**src/rtl/bclpd_pkg.sv**
```systemverilog
// ----------------------------------------------------------------------------
// bclpd_pkg
// Shared types, codes and reset values for the button click / long-press
// detector.
// ----------------------------------------------------------------------------
package bclpd_pkg;

  localparam int COUNT_WIDTH_DEF = 8;
  localparam int CFG_WIDTH       = 8;
  localparam int DATA_WIDTH      = 32;
  localparam int ADDR_WIDTH      = 5;

  // register indexes (byte address = 4 * index)
  typedef enum logic [2:0] {
    REG_TRIGGER_LEVEL  = 3'd0,
    REG_INITIAL_LEVEL  = 3'd1,
    REG_DEBOUNCE_TICKS = 3'd2,
    REG_LONG_TICKS     = 3'd3,
    REG_REPEAT_TICKS   = 3'd4
  } reg_idx_t;

  localparam logic                 RST_TRIGGER_LEVEL  = 1'b0;
  localparam logic                 RST_INITIAL_LEVEL  = 1'b1;
  localparam logic [CFG_WIDTH-1:0] RST_DEBOUNCE_TICKS = 8'd2;
  localparam logic [CFG_WIDTH-1:0] RST_LONG_TICKS     = 8'd50;
  localparam logic [CFG_WIDTH-1:0] RST_REPEAT_TICKS   = 8'd2;

  typedef struct packed {
    logic                 trigger_level;
    logic                 initial_level;
    logic [CFG_WIDTH-1:0] debounce_ticks;
    logic [CFG_WIDTH-1:0] long_ticks;
    logic [CFG_WIDTH-1:0] repeat_ticks;
  } cfg_t;

  typedef enum logic [2:0] {
    PH_IDLE = 3'b001,
    PH_DOWN = 3'b010,
    PH_UP   = 3'b100
  } phase_t;

  localparam logic [1:0] PHASE_CODE_IDLE = 2'd0;
  localparam logic [1:0] PHASE_CODE_DOWN = 2'd1;
  localparam logic [1:0] PHASE_CODE_UP   = 2'd2;

  typedef enum logic [1:0] {
    TRG_NONE = 2'd0,
    TRG_DOWN = 2'd1,
    TRG_LONG = 2'd2
  } trig_t;

  typedef enum logic [1:0] {
    EV_NONE      = 2'd0,
    EV_CLICK     = 2'd1,
    EV_LONG      = 2'd2,
    EV_LONG_FREE = 2'd3
  } ev_t;

  function automatic logic [1:0] phase_code(input phase_t ph);
    logic [1:0] code;
    case (ph)
      PH_IDLE: code = PHASE_CODE_IDLE;
      PH_DOWN: code = PHASE_CODE_DOWN;
      PH_UP:   code = PHASE_CODE_UP;
      default: code = PHASE_CODE_IDLE;
    endcase
    return code;
  endfunction

endpackage

```
**src/rtl/bclpd_regs.sv**
```systemverilog
// ----------------------------------------------------------------------------
// bclpd_regs
// APB register file holding the detector configuration. Flags a write of the
// initial level so the debounced level can be reloaded.
// ----------------------------------------------------------------------------
module bclpd_regs (
  input  logic                                clk,
  input  logic                                rst,
  input  logic                                psel,
  input  logic                                penable,
  input  logic                                pwrite,
  input  logic [bclpd_pkg::ADDR_WIDTH-1:0]    paddr,
  input  logic [bclpd_pkg::DATA_WIDTH-1:0]    pwdata,
  output logic [bclpd_pkg::DATA_WIDTH-1:0]    prdata,
  output logic                                pready,
  output bclpd_pkg::cfg_t                     cfg,
  output logic                                init_load
);

  logic       wr_en;
  logic [2:0] idx;

  assign pready = 1'b1;
  assign wr_en  = psel && penable && pwrite && pready;
  assign idx    = paddr[4:2];

  assign init_load = wr_en && (idx == bclpd_pkg::REG_INITIAL_LEVEL);

  always_ff @(posedge clk) begin
    if (rst) begin
      cfg.trigger_level  <= bclpd_pkg::RST_TRIGGER_LEVEL;
      cfg.initial_level  <= bclpd_pkg::RST_INITIAL_LEVEL;
      cfg.debounce_ticks <= bclpd_pkg::RST_DEBOUNCE_TICKS;
      cfg.long_ticks     <= bclpd_pkg::RST_LONG_TICKS;
      cfg.repeat_ticks   <= bclpd_pkg::RST_REPEAT_TICKS;
    end else if (wr_en) begin
      case (idx)
        bclpd_pkg::REG_TRIGGER_LEVEL:  cfg.trigger_level  <= pwdata[0];
        bclpd_pkg::REG_INITIAL_LEVEL:  cfg.initial_level  <= pwdata[0];
        bclpd_pkg::REG_DEBOUNCE_TICKS:
          cfg.debounce_ticks <= pwdata[bclpd_pkg::CFG_WIDTH-1:0];
        bclpd_pkg::REG_LONG_TICKS:
          cfg.long_ticks     <= pwdata[bclpd_pkg::CFG_WIDTH-1:0];
        bclpd_pkg::REG_REPEAT_TICKS:
          cfg.repeat_ticks   <= pwdata[bclpd_pkg::CFG_WIDTH-1:0];
        default: ;
      endcase
    end
  end

  always_comb begin
    prdata = '0;
    case (idx)
      bclpd_pkg::REG_TRIGGER_LEVEL:  prdata[0] = cfg.trigger_level;
      bclpd_pkg::REG_INITIAL_LEVEL:  prdata[0] = cfg.initial_level;
      bclpd_pkg::REG_DEBOUNCE_TICKS:
        prdata[bclpd_pkg::CFG_WIDTH-1:0] = cfg.debounce_ticks;
      bclpd_pkg::REG_LONG_TICKS:
        prdata[bclpd_pkg::CFG_WIDTH-1:0] = cfg.long_ticks;
      bclpd_pkg::REG_REPEAT_TICKS:
        prdata[bclpd_pkg::CFG_WIDTH-1:0] = cfg.repeat_ticks;
      default: prdata = '0;
    endcase
  end

endmodule

```
**src/rtl/bclpd_step.sv**
```systemverilog
// ----------------------------------------------------------------------------
// bclpd_step
// Next-state logic for one tick: debounce, phase tracking, hold and repeat
// counting, event selection.
// ----------------------------------------------------------------------------
module bclpd_step #(
  parameter int COUNT_WIDTH = bclpd_pkg::COUNT_WIDTH_DEF
) (
  input  bclpd_pkg::cfg_t          cfg,
  input  logic                     lvl,
  input  logic                     deb,
  input  logic [COUNT_WIDTH-1:0]   chg_cnt,
  input  bclpd_pkg::phase_t        phase,
  input  bclpd_pkg::trig_t         trig,
  input  logic [COUNT_WIDTH-1:0]   hold_cnt,
  input  logic [COUNT_WIDTH-1:0]   rep_cnt,
  output logic                     deb_next,
  output logic [COUNT_WIDTH-1:0]   chg_cnt_next,
  output bclpd_pkg::phase_t        phase_next,
  output bclpd_pkg::trig_t         trig_next,
  output logic [COUNT_WIDTH-1:0]   hold_cnt_next,
  output logic [COUNT_WIDTH-1:0]   rep_cnt_next,
  output bclpd_pkg::ev_t           ev
);

  logic                   diff;
  logic                   chg_ok;
  logic [COUNT_WIDTH-1:0] chg_inc;
  logic [COUNT_WIDTH-1:0] hold_inc;
  logic [COUNT_WIDTH-1:0] rep_inc;
  logic [COUNT_WIDTH-1:0] long_ext;
  bclpd_pkg::phase_t      phase_mid;

  assign diff     = (lvl != deb);
  assign chg_inc  = chg_cnt + COUNT_WIDTH'(1);
  assign chg_ok   = diff && (chg_inc >= COUNT_WIDTH'(cfg.debounce_ticks));
  assign hold_inc = hold_cnt + COUNT_WIDTH'(1);
  assign rep_inc  = rep_cnt + COUNT_WIDTH'(1);
  assign long_ext = COUNT_WIDTH'(cfg.long_ticks);

  always_comb begin
    deb_next     = chg_ok ? lvl : deb;
    chg_cnt_next = diff ? (chg_ok ? '0 : chg_inc) : chg_cnt;

    // up is sticky against further accepted changes
    phase_mid = phase;
    if (chg_ok) begin
      case (phase)
        bclpd_pkg::PH_IDLE: phase_mid = bclpd_pkg::PH_DOWN;
        bclpd_pkg::PH_DOWN: phase_mid = bclpd_pkg::PH_UP;
        default:            phase_mid = phase;
      endcase
    end

    phase_next    = phase_mid;
    trig_next     = trig;
    hold_cnt_next = hold_cnt;
    rep_cnt_next  = rep_cnt;
    ev            = bclpd_pkg::EV_NONE;

    case (phase_mid)
      bclpd_pkg::PH_DOWN: begin
        if (deb_next == cfg.trigger_level) begin
          if (trig != bclpd_pkg::TRG_LONG) trig_next = bclpd_pkg::TRG_DOWN;
          hold_cnt_next = hold_inc;
          if (hold_inc >= long_ext) begin
            rep_cnt_next = rep_inc;
            if (rep_inc >= COUNT_WIDTH'(cfg.repeat_ticks)) begin
              rep_cnt_next = '0;
              trig_next    = bclpd_pkg::TRG_LONG;
              ev           = bclpd_pkg::EV_LONG;
            end
            // saturated hold count falls back to the threshold
            if (&hold_inc) hold_cnt_next = long_ext;
          end
        end
      end
      bclpd_pkg::PH_UP: begin
        if (trig == bclpd_pkg::TRG_DOWN) begin
          hold_cnt_next = '0;
          ev            = bclpd_pkg::EV_CLICK;
          phase_next    = bclpd_pkg::PH_IDLE;
        end else if (trig == bclpd_pkg::TRG_LONG) begin
          hold_cnt_next = '0;
          ev            = bclpd_pkg::EV_LONG_FREE;
          phase_next    = bclpd_pkg::PH_IDLE;
          trig_next     = bclpd_pkg::TRG_DOWN;
        end
      end
      default: ;
    endcase
  end

endmodule

```
**src/rtl/button_click_long_press_detector.sv**
```systemverilog
// ----------------------------------------------------------------------------
// button_click_long_press_detector
// Debounces a sampled button level and reports clicks, repeating long-press
// events and long-press releases, one result item per input item.
// ----------------------------------------------------------------------------
//  channel  | handshake                       | payload
//  ---------+---------------------------------+------------------------------------
//  input    | in_valid / in_ready             | raw_level
//  output   | out_valid / out_ready           | event_res, press_phase,
//           |                                 | trigger_kind, stable_level
//  config   | APB psel/penable/pwrite/pready  | paddr, pwdata, prdata
//
//  One item per cycle while the output is not stalled; its result appears in the output register the cycle
//  after acceptance. The state update for a tick is one pass of next-state
//  logic into the state registers.
//  in_ready is high whenever the output register is empty or being drained.
//  Synchronous reset loads register defaults and clears the detector state;
//  the debounced level starts at the initial level.
// ----------------------------------------------------------------------------
module button_click_long_press_detector #(
  parameter int COUNT_WIDTH = bclpd_pkg::COUNT_WIDTH_DEF
) (
  input  logic                              clk,
  input  logic                              rst,
  input  logic                              psel,
  input  logic                              penable,
  input  logic                              pwrite,
  input  logic [bclpd_pkg::ADDR_WIDTH-1:0]  paddr,
  input  logic [bclpd_pkg::DATA_WIDTH-1:0]  pwdata,
  output logic [bclpd_pkg::DATA_WIDTH-1:0]  prdata,
  output logic                              pready,
  input  logic                              in_valid,
  output logic                              in_ready,
  input  logic                              raw_level,
  output logic                              out_valid,
  input  logic                              out_ready,
  output logic [1:0]                        event_res,
  output logic [1:0]                        press_phase,
  output logic [1:0]                        trigger_kind,
  output logic                              stable_level
);

  bclpd_pkg::cfg_t        cfg;
  logic                   init_load;
  logic                   accept;

  logic                   deb;
  logic [COUNT_WIDTH-1:0] chg_cnt;
  bclpd_pkg::phase_t      phase;
  bclpd_pkg::trig_t       trig;
  logic [COUNT_WIDTH-1:0] hold_cnt;
  logic [COUNT_WIDTH-1:0] rep_cnt;

  logic                   deb_next;
  logic [COUNT_WIDTH-1:0] chg_cnt_next;
  bclpd_pkg::phase_t      phase_next;
  bclpd_pkg::trig_t       trig_next;
  logic [COUNT_WIDTH-1:0] hold_cnt_next;
  logic [COUNT_WIDTH-1:0] rep_cnt_next;
  bclpd_pkg::ev_t         ev;

  bclpd_regs u_regs (
    .clk       (clk),
    .rst       (rst),
    .psel      (psel),
    .penable   (penable),
    .pwrite    (pwrite),
    .paddr     (paddr),
    .pwdata    (pwdata),
    .prdata    (prdata),
    .pready    (pready),
    .cfg       (cfg),
    .init_load (init_load)
  );

  bclpd_step #(
    .COUNT_WIDTH (COUNT_WIDTH)
  ) u_step (
    .cfg           (cfg),
    .lvl           (raw_level),
    .deb           (deb),
    .chg_cnt       (chg_cnt),
    .phase         (phase),
    .trig          (trig),
    .hold_cnt      (hold_cnt),
    .rep_cnt       (rep_cnt),
    .deb_next      (deb_next),
    .chg_cnt_next  (chg_cnt_next),
    .phase_next    (phase_next),
    .trig_next     (trig_next),
    .hold_cnt_next (hold_cnt_next),
    .rep_cnt_next  (rep_cnt_next),
    .ev            (ev)
  );

  assign in_ready = !out_valid || out_ready;
  assign accept   = in_valid && in_ready;

  always_ff @(posedge clk) begin
    if (rst) begin
      deb      <= bclpd_pkg::RST_INITIAL_LEVEL;
      chg_cnt  <= '0;
      phase    <= bclpd_pkg::PH_IDLE;
      trig     <= bclpd_pkg::TRG_NONE;
      hold_cnt <= '0;
      rep_cnt  <= '0;
    end else if (init_load) begin
      deb <= pwdata[0];
    end else if (accept) begin
      deb      <= deb_next;
      chg_cnt  <= chg_cnt_next;
      phase    <= phase_next;
      trig     <= trig_next;
      hold_cnt <= hold_cnt_next;
      rep_cnt  <= rep_cnt_next;
    end
  end

  always_ff @(posedge clk) begin
    if (rst) begin
      out_valid <= 1'b0;
    end else if (accept) begin
      out_valid <= 1'b1;
    end else if (out_ready) begin
      out_valid <= 1'b0;
    end
  end

  // result payload, loaded with each accepted item
  always_ff @(posedge clk) begin
    if (accept) begin
      event_res    <= ev;
      press_phase  <= bclpd_pkg::phase_code(phase_next);
      trigger_kind <= trig_next;
      stable_level <= deb_next;
    end
  end

endmodule

```
**config.mk**
```make
export PLATFORM = sky130hd
export DESIGN_NAME = button_click_long_press_detector
export DESIGN_NICKNAME = d
export VERILOG_FILES = /design/src/rtl/bclpd_pkg.sv /design/src/rtl/bclpd_regs.sv /design/src/rtl/bclpd_step.sv /design/src/rtl/button_click_long_press_detector.sv
export SDC_FILE = /design/constraint.sdc
export NUM_CORES = 1
export LEC_CHECK = 0
export ABC_CLOCK_PERIOD_IN_PS = 9750
export BUFFER_PORTS_ARGS = -buffer_cell sky130_fd_sc_hd__buf_2
export CAP_MARGIN = 20
export CORE_MARGIN = 4
export CORE_UTILIZATION = 30
export DETAILED_ROUTE_END_ITERATION = 12
export SYNTH_ARGS = -nofsm -noshare
export SYNTH_HDL_FRONTEND = slang
export SYNTH_SLANG_ARGS = --single-unit
```
**constraint.sdc**
```tcl
create_clock -name clk -period 9.75 [get_ports clk]
set_input_delay 0.4875 -clock clk [delete_from_list [all_inputs] [get_ports clk]]
set_output_delay 0.4875 -clock clk [all_outputs]
set_load 0.005 [all_outputs]
```
# After elaboration in Yosys (flattened, before gate mapping)
# Cells that the tools add are included.
# classes
addsub	3
n_mul	0
n_div	0
magnitude_cmp	3
eq_ne	17
shifts	0
muxes	34
bitwise	1
n_reduce_logical	21
# op_table
op	count
8-bit 2-to-1 mux	7
8-bit by 1-bit adder with 8-bit output (second input constant)	3
8-bit >= comparator	3
2-bit 2-to-1 mux	11
7-bit one-hot mux with 3 select lines	1
8-bit one-hot mux with 2 select lines	1
3-bit by 2-bit == test with 1-bit output (second input constant)	5
3-bit 2-to-1 mux	4
2-bit one-hot mux with 2 select lines	3
2-bit AND reduction	6
5-bit AND reduction	2
3-bit == test (second input constant)	3
8-bit AND reduction	1
3-bit by 1-bit == test with 1-bit output (second input constant)	2
3-bit one-hot mux with 2 select lines	1
2-bit nonzero test	3
1-bit logical AND	5
1-bit 2-to-1 mux	5
1-bit one-hot mux with 5 select lines	1
3-bit logical NOT	1
3-bit by 1-bit inequality test with 1-bit output (second input constant)	1
3-bit AND reduction	1
2-bit by 1-bit == test with 1-bit output (second input constant)	1
2-bit == test (second input constant)	1
other kinds (7)	7
# word_totals
reg_bits	64
latchBits	0
mem_bits_rw	0
rom_bits	0
inputBits	45
output_inout_bits	42
wordCells	95
memories	0

# Logic depth before layout (Yosys ltp)
# Gate-level depths: netlist of run 1.
# depth
depth_word	9
depth_mapped	14
mapped_depth_nobuf	12

# Modules after synthesis
# A second synthesis of run 1 with hierarchy kept.
# unflattened
hier_cells	617
area_unflattened_um2	5084.9
# modules_own_cells
module	instances	cells_per_inst	area_each_um2	seq_area_each_um2
bclpd_step	1	282	1929.4	0.0
button_click_long_press_detector	1	159	1642.8	830.8
bclpd_regs	1	176	1512.7	520.5

# Worst setup path after synthesis of run 1
# Ideal clock, no wire load.
# synth_timing
path_type	flip-flop to flip-flop
startpoint	register chg_cnt[0]
endpoint	register rep_cnt[2]
setup_time_ns	0.137
arrival_ns	2.964
required_ns	9.613
path_slack_ns	6.649
stages_incl_launch_ff	14
n_path_buf	2
period_less_slack_ns	3.101
cell_sequence	dfxtp_1 -> nand3_1 -> nor2_1 -> nand3_1 -> xnor2_1 -> ha_1 -> nand4_1 -> o31ai_1 -> nand4_1 -> a32o_1 -> buf_6 -> clkbuf_1 -> o41ai_1 -> o41ai_2
# synth_via
elab_chain_cells	6
elab_cells_between_ends	8
classes_between	1 x add/sub; 1 x order compare; 2 x eq/ne; 2 x mux; 2 x reduce/logical
# synth_rtl
item	line_no	source
start: declaration	button_click_long_press_detector.sv:48	logic [COUNT_WIDTH-1:0] chg_cnt;
start signal: assignment	button_click_long_press_detector.sv:111	chg_cnt <= chg_cnt_next;
8-bit by 1-bit adder with 8-bit output *	bclpd_step.sv:35	assign chg_inc = chg_cnt + COUNT_WIDTH'(1);
8-bit >= comparator *	bclpd_step.sv:36	assign chg_ok = diff && (chg_inc >= COUNT_WIDTH'(cfg.debounce_ticks));
1-bit logical AND *	bclpd_step.sv:36	
3-bit 2-to-1 mux or 1-bit 2-to-1 mux (tied branches)	bclpd_step.sv:47, bclpd_step.sv:42	
3-bit by 2-bit == test with 1-bit output or 1-bit == test (tied branches)	bclpd_step.sv:61, bclpd_step.sv:63	
5-bit AND reduction (no source line) *	--	
end signal: assignment	button_click_long_press_detector.sv:115	rep_cnt <= rep_cnt_next;
end: declaration	button_click_long_press_detector.sv:52	logic [COUNT_WIDTH-1:0] rep_cnt;
# Every way passes the cells marked *; elsewhere a longest branch is shown, timed or not.
# A chain may end at the register's enable or synchronous reset.

# Worst setup path in the final report of run 1
# layout_timing
startpoint	register chg_cnt[0]
endpoint	register rep_cnt[4]
# The elaborated chain is that of the path after synthesis.

==> metrics.txt, run 1 <==
vias in the first global route 3279; post-cts repair resize count 0; PwrDens 150 nW/um^2; Starting Density 0.310; Buffers on Ports 35; CTS Buf Count 9; CP bufs+invs 1; diode count 0; # nets final 571; fin crit period 3.67 ns; count of pins over their slew limit 0; Setup CP Type register to register; drt drc 0; Worst Max-Slew Pin Slew 0.932 ns; share of cells above drive strength 1 0.131; Post-Route WL 9570 um; pin count of the biggest net entering global routing 46; max_cap viols 0; Avg Cell Area, Syn 8.85 um^2; Seq cells post-synth 64; antenna viol nets, final 0; Filler cells 1388; total congestion overflow 0; antenna violations before repair 0; CP Launch Type register; Yosys Warn Count 0; via count 3343; Slew headroom 0.378; Starting DRT DRC Count 178; Worst EP arrival 3.89 ns; min-delay src in_valid; worst hold path class input port to register; final setup TNS 0 ns; CTS root buffer clkbuf_16; critical path's top delay family simple AND/OR/NAND/NOR gates; Die H 125 um; ys async rst share 0; Max Fanout on Critical Path 19; FP Rows 42; Clk pin slew, worst setup/hold paths 0.05 ns; CTS tree built; hold buffer count at CTS 0; clock power share 0.520; static leakage 1.99 nW; IO Count 87; Int Power 541 uW; detailed placement HPWL 7160 um; Initial DRT Pass Iterations 4; post-layout util 0.352; slowest cell delay on critical path 0.68 ns; Switch Pwr 165 uW; GRT met1 Usage 0.151; clock tree sinks 64; CP Launch Point chg_cnt[0]$_SDFFE_PP0P_; Worst Setup End Kind register; clk_lat worst skew 0.33 ns; clock skew 0.00912 ns; peak supply drop 0.0742 mV; fin crit share 0.376; gpl congestion 0.812; Core Area 13300 um^2; fmax 273 MHz; combinational power share 0.087; Post-Synthesis Cell Area 4130 um^2; die area 15700 um^2; number of flops mapped to enable cells by yosys 7; WP data required 9.98 ns; switching share of total power 0.233; outcome completed; sequential share of power 0.393; Worst R2R Start chg_cnt[0]$_SDFFE_PP0P_; H-tree lvl count 3; Cells after Synth 467; RSZ-0062 raised after global routing no; GRT Overall Usage 0.119; GRT busiest layer met2; distinct cell type count after synthesis 62; first-pass GRT wire length 15700 um; sequential fraction of the synthesis area 0.327; maximum clock path buffer count 2; met2 GRT Util 0.200; setup bufs post-CTS 0; vias per cell 4.96; die width 125 um; wire per inst 14.2 um; Final Hold Violating Endpoints 0; Worst path slowest cell or4_4; Most used DFF post-synth dfxtp_1; critical path cell sequence nand3_1 > nor2_1 > nand3_1 > xnor2_1 > ha_1 > nand4_1 > o31ai_1 > buf_4 > nand4_1 > a32o_1 > or4_4 > o41ai_2; grt met3 use 0.0256; Layout area overhead 13.7%; Final Power 705 uW; setup violators final 0
cells in the mapped netlist (all sizes together) (3+ instances only):
master / n / area [um^2]
nand2b: 8 / 57.6
o21ai: 9 / 45.0
inv: 41 / 154
a2111oi: 3 / 45.1
dfxtp: 57 / 1140
o31ai: 4 / 30.0
o211ai: 6 / 50.1
nand4: 3 / 18.8
ha: 33 / 413
nor2b: 5 / 31.3
o41ai: 4 / 50.1
nor2: 44 / 165
nor3b: 4 / 30.0
o32ai: 10 / 87.6
mux2i: 34 / 340
a21oi: 18 / 90.1
buf: 29 / 210
and3: 7 / 43.8
clkbuf: 15 / 56.3
nor4: 9 / 56.3
a22o: 6 / 52.6
nand2: 23 / 86.3
edfxtp: 7 / 210
nand3: 14 / 70.1
o21a: 10 / 75.1
xnor2: 11 / 96.3
o31a: 4 / 36.3
xor2: 7 / 61.3
nor3: 11 / 70.1
per-layer routing:
metal,up-vias,routed length (um),share of wire
met3,15,401,0.042
met5,-,0,0
li1,1678,-,-
met4,0,212,0.022
met1,1572,4480,0.47
met2,78,4470,0.47
final cells by class:
type | count | area [um^2] | area share
sequential | 64 | 1350 | 0.288
inverter | 41 | 154 | 0.0328
clock buffer | 12 | 268 | 0.0570
tap | 176 | 220 | 0.0469
multi-input combinational | 341 | 2450 | 0.521
timing repair buffer | 36 | 183 | 0.0389
clock inverter | 4 | 73.8 | 0.0157
placed cells by master, fill, tap and decap left out, types with 3 or more instances in the layout:
cell type / n
and3_1: 7
nand2_1: 23
ha_1: 33
nand2b_1: 7
nand4_1: 3
nor4_1: 9
edfxtp_1: 7
dfxtp_1: 57
nor2_1: 44
xnor2_1: 11
o211ai_1: 5
nand3_1: 14
mux2i_1: 34
o21a_1: 10
nor3_1: 8
a21oi_1: 18
o21ai_0: 8
inv_1: 41
o31a_1: 3
a22o_1: 6
clkbuf_16: 10
nor3_2: 3
nor3b_1: 4
o31ai_1: 4
conb_1: 25
buf_2: 35
o32ai_1: 10
nor2b_1: 5
xor2_1: 7
cell families after synthesis:
family                   share of synthesized area
AND/OR/NAND/NOR                              0.169
AO/OA/AOI/OAI                                0.174
buffers and inverters                        0.102
flip-flops                                   0.327
multiplexers                                0.0878
adder cells (fa/ha/maj)                     0.0999
XOR/XNOR                                    0.0382
other                                      0.00182
flip-flops by register name, summed over array words and instances (netlist names), 2 cells and up:
name / cells
chg_cnt: 8
event_res: 2
hold_cnt: 8
phase: 3
press_phase: 2
rep_cnt: 8
trig: 2
trigger_kind: 2
u_regs.cfg: 26
metrics by stage:
stage | std cells | setup WS, ns | area, um^2 | hold WS (ns)
5_1_grt | 674 | 5.76 | 4700 | 0.420
6_report | 674 | 6.08 | 4700 | 0.403
4_1_cts | 674 | 6.07 | 4700 | 0.393
3_3_place_gp | 658 | 6.17 | 4350 | 0.460
3_5_place_dp | 658 | 6.09 | 4350 | 0.471
2_1_floorplan | 490 | 6.65 | 4220 | 0.445
worst min-delay path, cell delays in order:
cell     delay [ns]
buf_2          0.10
inv_1          0.04
a21oi_1        0.05
power groups by stage:
stage               Clock, mW  Sequential, mW  Combinational [mW]
finish                  0.367           0.277              0.0615
floorplan                   0           0.282              0.0505
global placement            0           0.282              0.0602
detailed placement          0           0.283              0.0614
global route            0.384           0.278              0.0691
CTS                     0.372           0.277              0.0616
final timing paths:
check                           slack (ns)  cells past startpoint                           to
worst max-delay path                  6.08                     12      rep_cnt[4]$_SDFFE_PP0P_
worst min-delay path                  0.40                      3       out_valid$_SDFFE_PP0P_
worst max register to register        6.08                     12      rep_cnt[4]$_SDFFE_PP0P_
worst min register to register        0.47                      2  u_regs.cfg[24]$_SDFFE_PP1P_
Power figures use the tool's default switching activity.
==> inputs of run 2 (changes only) <==
--- a/config.mk
+++ b/config.mk
@@ -5,7 +5,7 @@
 export SDC_FILE = /design/constraint.sdc
 export NUM_CORES = 1
 export LEC_CHECK = 0
-export ABC_CLOCK_PERIOD_IN_PS = 9750
+export ABC_CLOCK_PERIOD_IN_PS = 3400
 export BUFFER_PORTS_ARGS = -buffer_cell sky130_fd_sc_hd__buf_2
 export CAP_MARGIN = 20
 export CORE_MARGIN = 4
==> constraint.sdc (replaced) <==
create_clock -name clk -period 3.4 [get_ports clk]
set_input_delay 0.17 -clock clk [delete_from_list [all_inputs] [get_ports clk]]
set_output_delay 0.17 -clock clk [all_outputs]
set_load 0.005 [all_outputs]
==> metrics.txt, run 2 (synthesis results as in run 1) <==
commonest cells after routing, fill and taps aside 55 x dfxtp_1, 43 x nor2_1, 41 x inv_1, 35 x buf_2, 34 x mux2i_1 (was 57 x dfxtp_1, 44 x nor2_1, 41 x inv_1, 35 x buf_2, 34 x mux2i_1); Worst path slowest cell or4_4 (unchanged); fin crit period 3.15 ns (was 3.67 ns); Post-Route WL 9590 um (was 9570 um); RSZ-0062 raised after global routing no (unchanged); Worst Max-Slew Pin Slew 0.911 ns (was 0.932 ns); static leakage 2.02 nW (was 1.99 nW); final setup TNS 0 ns (unchanged); Max Fanout on Critical Path 9 (was 19); gpl congestion 0.824 (was 0.812); Buffers on Ports 35 (unchanged); Layout area overhead 15.1% (was 13.7%); total congestion overflow 0 (unchanged); Slew headroom 0.389 (was 0.378); PwrDens 419 nW/um^2 (was 150 nW/um^2); max reg flops 26 (unchanged); peak supply drop 0.196 mV (was 0.0742 mV); setup violators final 0 (unchanged); Starting DRT DRC Count 180 (was 178); Setup CP Type register to register (unchanged); commonest non-fill, non-tap cell in the layout dfxtp_1 (unchanged); count of pins over their slew limit 0 (unchanged); Final Hold Violating Endpoints 0 (unchanged); antenna viol nets, final 0 (unchanged); Starting Density 0.310 (unchanged); hold slack 0.0863 ns (was 0.403 ns); die width 125 um (unchanged); first-pass GRT wire length 15900 um (was 15700 um); Multi-input gate area 2460 um^2 (was 2450 um^2); wire per inst 14.1 um (was 14.2 um); worst hold path class input port to register (unchanged); clock skew 0.00760 ns (was 0.00912 ns); GRT Overall Usage 0.123 (was 0.119); fmax 318 MHz (was 273 MHz); slowest cell delay on critical path 0.56 ns (was 0.68 ns); share of cells above drive strength 1 0.152 (was 0.131); CTS root buffer clkbuf_16 (unchanged); CP Launch Type register (unchanged); Biggest register u_regs.cfg (unchanged); H-tree lvl count 3 (unchanged); CP dominant cell by count and3_1; antenna violations before repair 0 (unchanged); Worst Setup End Kind register (unchanged); CTS Buf Count 9 (unchanged); fin crit share 0.926 (was 0.376); outcome completed (unchanged); WP data required 3.63 ns (was 9.98 ns); vias in the first global route 3248 (was 3279); IO Count 87 (unchanged); max_cap viols 0 (unchanged); Filler cells 1358 (was 1388); area occupied by registers 1350 um^2 (about the same); Initial DRT Pass Iterations 4 (unchanged); vias per cell 4.93 (was 4.96); clk_lat worst skew 0.33 ns (about the same); critical path cell sequence and3_1 > and3_1 > nand3_1 > xnor2_1 > ha_1 > a2111o_1 > o31a_2 > or4_4 > o41ai_2 (was nand3_1 > nor2_1 > nand3_1 > xnor2_1 > ha_1 > nand4_1 > o31ai_1 > buf_4 > nand4_1 > a32o_1 > or4_4 > o41ai_2); drt drc 0 (unchanged); diode count 0 (unchanged); hold buffer count at CTS 0 (unchanged); clock tree sinks 64 (unchanged); die area 15700 um^2 (unchanged); # nets final 579 (was 571); FP Rows 42 (unchanged); Clk pin slew, worst setup/hold paths 0.05 ns (about the same); detailed placement HPWL 7260 um (was 7160 um); Core Area 13300 um^2 (unchanged); CTS tree built (unchanged); Die H 125 um (unchanged); pin count of the biggest net entering global routing 29 (was 46); maximum clock path buffer count 2 (unchanged); via count 3364 (was 3343); Worst EP arrival 3.38 ns (was 3.89 ns)
## run 2: per-stage QoR
stage                      util  power (mW)  std cells  worst slack (ns)  cell area (um^2)
after detailed placement  0.330       0.991        664             0.162              4400
after global placement    0.330       0.987        664             0.215              4400
after floorplan               -       0.952        490             0.299              4220
final                     0.356        1.99        682             0.253              4750
after global routing      0.356        2.07        682           0.00679              4750
after CTS                 0.354        2.00        680             0.141              4720
## run 2: path summary, 6_finish.rpt
| path | from | endpoint | slack (ns) | depth (start not counted) |
|---|---|---|---|---|
| min reg2reg | u_regs.cfg[24]$_SDFFE_PP1P_ | u_regs.cfg[24]$_SDFFE_PP1P_ | 0.47 | 2 |
| max reg2reg | rep_cnt[2]$_SDFFE_PP0P_ | rep_cnt[4]$_SDFFE_PP0P_ | 0.25 | 9 |
| max | rep_cnt[2]$_SDFFE_PP0P_ | rep_cnt[4]$_SDFFE_PP0P_ | 0.25 | 9 |
| min | in_valid | out_valid$_SDFFE_PP0P_ | 0.09 | 3 |
## run 2: what timing repair did
item,CTS,global route
buffers inserted,0,2
endpoints found under the setup margin,0,18
gates resized for setup,0,6
## run 2: report_power, final
part	internal, mW	switching, mW
sequential	0.782	0.0127
combinational	0.0713	0.117
clock	0.681	0.327
## run 2: worst max-delay path, delay by kind of cell (launching register included)
family | cells | cell delay [ns]
AOI/OAI and AO/OA | 3 | 1.04
xor gates and xnor gates | 1 | 0.17
adders and majority gates | 1 | 0.22
DFF | 1 | 0.42
and+or+nand+nor | 4 | 1.20
## run 2: area by class of cell
class | count | share of cell area
Multi-Input combinational cell | 341 | 0.517
Sequential cell | 64 | 0.285
Clock buffer | 13 | 0.0548
Timing Repair Buffer | 44 | 0.0511
Tap cell | 176 | 0.0463
Inverter | 41 | 0.0324
Clock inverter | 3 | 0.0137
## run 2: per-layer routing
layer	up-vias	share of wire	GRT usage
met5	-	0	0
met1	1572	0.47	0.161
li1	1692	-	-
met2	88	0.47	0.204
met3	12	0.043	0.0226
met4	0	0.014	0.0427
==> inputs of run 3 (changes only) <==
--- a/config.mk
+++ b/config.mk
@@ -5,6 +5,7 @@
 export SDC_FILE = /design/constraint.sdc
 export NUM_CORES = 1
 export LEC_CHECK = 0
+export ABC_AREA = 1
 export ABC_CLOCK_PERIOD_IN_PS = 3400
 export BUFFER_PORTS_ARGS = -buffer_cell sky130_fd_sc_hd__buf_2
 export CAP_MARGIN = 20
==> metrics.txt, run 3 <==
antenna viol nets, final 0 (unchanged); ys async rst share 0 (unchanged); number of flops mapped to enable cells by yosys 7 (unchanged); Post-Route WL 9980 um (was 9590 um); Worst Max-Slew Pin Slew 1.02 ns (was 0.911 ns); FP Rows 42 (unchanged); Clk pin slew, worst setup/hold paths 0.06 ns (was 0.05 ns); Cells after Synth 561 (was 467); Core Area 13400 um^2 (was 13300 um^2); Max Fanout on Critical Path 10 (was 9); Final Hold Violating Endpoints 0 (unchanged); clock tree sinks 64 (unchanged); Initial DRT Pass Iterations 4 (unchanged); setup violators final 0 (unchanged); Setup CP Type register to register (unchanged); Seq cells post-synth 64 (unchanged); CP Launch Type register (unchanged); gpl congestion 0.815 (was 0.824); fin crit share 0.919 (was 0.926); CTS Buf Count 9 (unchanged); slowest cell delay on critical path 0.42 ns (was 0.56 ns); min-delay src pwdata[5] (was in_valid); max reg flops 26 (unchanged); # nets final 672 (was 579); final setup TNS 0 ns (unchanged); Die H 126 um (was 125 um); CTS root buffer clkbuf_16 (unchanged); maximum clock path buffer count 2 (unchanged); outcome completed (unchanged); antenna violations before repair 0 (unchanged); Synth top area share 0.275 (was 0.276); fmax 320 MHz (was 318 MHz); Worst path slowest cell dfxtp_1 (was or4_4); critical path cell sequence nand3_1 > nand3b_1 > nand3b_1 > xnor2_2 > ha_1 > a21o_1 > nor2_4 > nand3_4 > nand3_2 > nand2_2 > nor2_2 > nand3_4 > nor2_4 > o21ai_0 > nand2_1 > nor2_1 (was and3_1 > and3_1 > nand3_1 > xnor2_1 > ha_1 > a2111o_1 > o31a_2 > or4_4 > o41ai_2); detailed placement HPWL 7810 um (was 7260 um); first-pass GRT wire length 16500 um (was 15900 um); die width 126 um (was 125 um); Biggest register u_regs.cfg (unchanged); Most used DFF post-synth dfxtp_1 (unchanged); Synth area leaders dfxtp_1 27%, ha_1 9.9%, nand2_1 8.5% (was dfxtp_1 28%, ha_1 10%, mux2i_1 8.2%); clock skew 0.00565 ns (was 0.00760 ns); PwrDens 430 nW/um^2 (was 419 nW/um^2); IO Count 87 (unchanged); sequential fraction of the synthesis area 0.325 (was 0.327); vias per cell 4.73 (was 4.93); Starting Density 0.310 (about the same); share of cells above drive strength 1 0.129 (was 0.152); total congestion overflow 0 (unchanged); drt drc 0 (unchanged); diode count 0 (unchanged); post-layout util 0.354 (was 0.356); wire per inst 12.9 um (was 14.1 um); static leakage 2.18 nW (was 2.02 nW); via count 3664 (was 3364); cell taking the most area after synthesis dfxtp_1 (unchanged); commonest cells after routing, fill and taps aside 94 x nand2_1, 76 x inv_1, 57 x a21oi_1, 57 x dfxtp_1, 48 x nand3_1 (was 55 x dfxtp_1, 43 x nor2_1, 41 x inv_1, 35 x buf_2, 34 x mux2i_1); Final Power 2.04 mW (was 1.99 mW); count leader, synth nand2_1 (was dfxtp_1); Post-Synthesis Cell Area 4160 um^2 (was 4130 um^2); Starting DRT DRC Count 305 (was 180); Post-synth top cells 94 x nand2_1, 76 x inv_1, 57 x a21oi_1, 57 x dfxtp_1, 48 x nand3_1 (was 57 x dfxtp_1, 44 x nor2_1, 41 x inv_1, 34 x mux2i_1, 33 x ha_1); RSZ-0062 raised after global routing no (unchanged); H-tree lvl count 3 (unchanged); Slew headroom 0.321 (was 0.389); fin area 4740 um^2 (was 4750 um^2); Worst Setup End Kind register (unchanged); pin count of the biggest net entering global routing 36 (was 29); WP data required 3.62 ns (was 3.63 ns); die area 15800 um^2 (was 15700 um^2); Layout area overhead 14.1% (was 15.1%); Worst R2R Start chg_cnt[0]$_SDFFE_PP0P_ (was rep_cnt[2]$_SDFFE_PP0P_); fin crit period 3.13 ns (was 3.15 ns); setup bufs post-CTS 0 (unchanged); Placed Area 4400 um^2 (about the same); count of pins over their slew limit 0 (unchanged); clk_lat worst skew 0.33 ns (about the same); hold slack 0.106 ns (was 0.0863 ns); worst hold path class input port to register (unchanged); Yosys Warn Count 0 (unchanged); GRT Overall Usage 0.127 (was 0.123); Buffers on Ports 35 (unchanged); hold buffer count at CTS 0 (unchanged); CTS tree built (unchanged); Worst EP arrival 3.35 ns (was 3.38 ns); commonest non-fill, non-tap cell in the layout nand2_1 (was dfxtp_1); distinct cell type count after synthesis 41 (was 62); peak supply drop 0.225 mV (was 0.196 mV); r2r setup slk 0.27 ns (was 0.25 ns); max_cap viols 0 (unchanged); Avg Cell Area, Syn 7.41 um^2 (was 8.85 um^2); Filler cells 1383 (was 1358); vias in the first global route 3482 (was 3248); CP Launch Point chg_cnt[0]$_SDFFE_PP0P_ (was rep_cnt[2]$_SDFFE_PP0P_)
-- run 3: worst paths after layout --
kind                            endpoint  cells after the start
max              rep_cnt[0]$_SDFFE_PP0P_                     16
min reg2reg  u_regs.cfg[24]$_SDFFE_PP1P_                      2
max reg2reg      rep_cnt[0]$_SDFFE_PP0P_                     16
min          u_regs.cfg[13]$_SDFFE_PP1P_                      3
-- run 3: what timing repair did --
action | 4_1_cts | 5_1_grt
resized for setup | 0 | 3
hold endpoints to repair | 0 | 0
endpoints found under the setup margin | 0 | 9
-- run 3: metal layers --
metal | track usage | part of all wire | wire (um)
met3 | 0.0237 | 0.040 | 400
met4 | 0.0555 | 0.020 | 198
met1 | 0.155 | 0.46 | 4560
met5 | 0 | 0 | 0
met2 | 0.217 | 0.48 | 4820
-- run 3: critical path, delay by kind of cell, from the launching register on --
family	cells	cell delay, ns
AO/OA/AOI/OAI	2	0.33
XOR/XNOR	1	0.17
adder cells (fa/ha/maj)	1	0.30
flip-flops	1	0.42
AND/OR/NAND/NOR	12	1.80
-- run 3: through the flow --
| stage | instances | setup WS, ns |
|---|---|---|
| 2_1_floorplan | 584 | 0.690 |
| 3_3_place_gp | 759 | 0.215 |
| 3_5_place_dp | 759 | 0.104 |
| 4_1_cts | 775 | 0.0764 |
| 5_1_grt | 775 | 0.0164 |
| 6_report | 775 | 0.275 |
-- run 3: area by class of cell --
class | count | area [um^2] | area share
timing repair buffer | 36 | 183 | 0.0385
sequential | 64 | 1350 | 0.285
multi-input combinational | 406 | 2370 | 0.501
clock buffer | 12 | 278 | 0.0585
clock inverter | 4 | 48.8 | 0.0103
tap | 176 | 220 | 0.0464
inverter | 77 | 289 | 0.0609
-- run 3: logic make-up after synthesis --
kind of cell / share of synthesized area
buffers and inverters: 0.129
other: 0.00181
AND/OR/NAND/NOR: 0.248
AO/OA/AOI/OAI: 0.157
XOR/XNOR: 0.0394
flip-flops: 0.325
adder cells (fa/ha/maj): 0.0993
-- run 3: power by group --
part | switching, mW | leakage, nW | internal [mW]
sequential | 0.0166 | 0.531 | 0.788
combinational | 0.168 | 1.48 | 0.0790
clock | 0.339 | 0.164 | 0.650
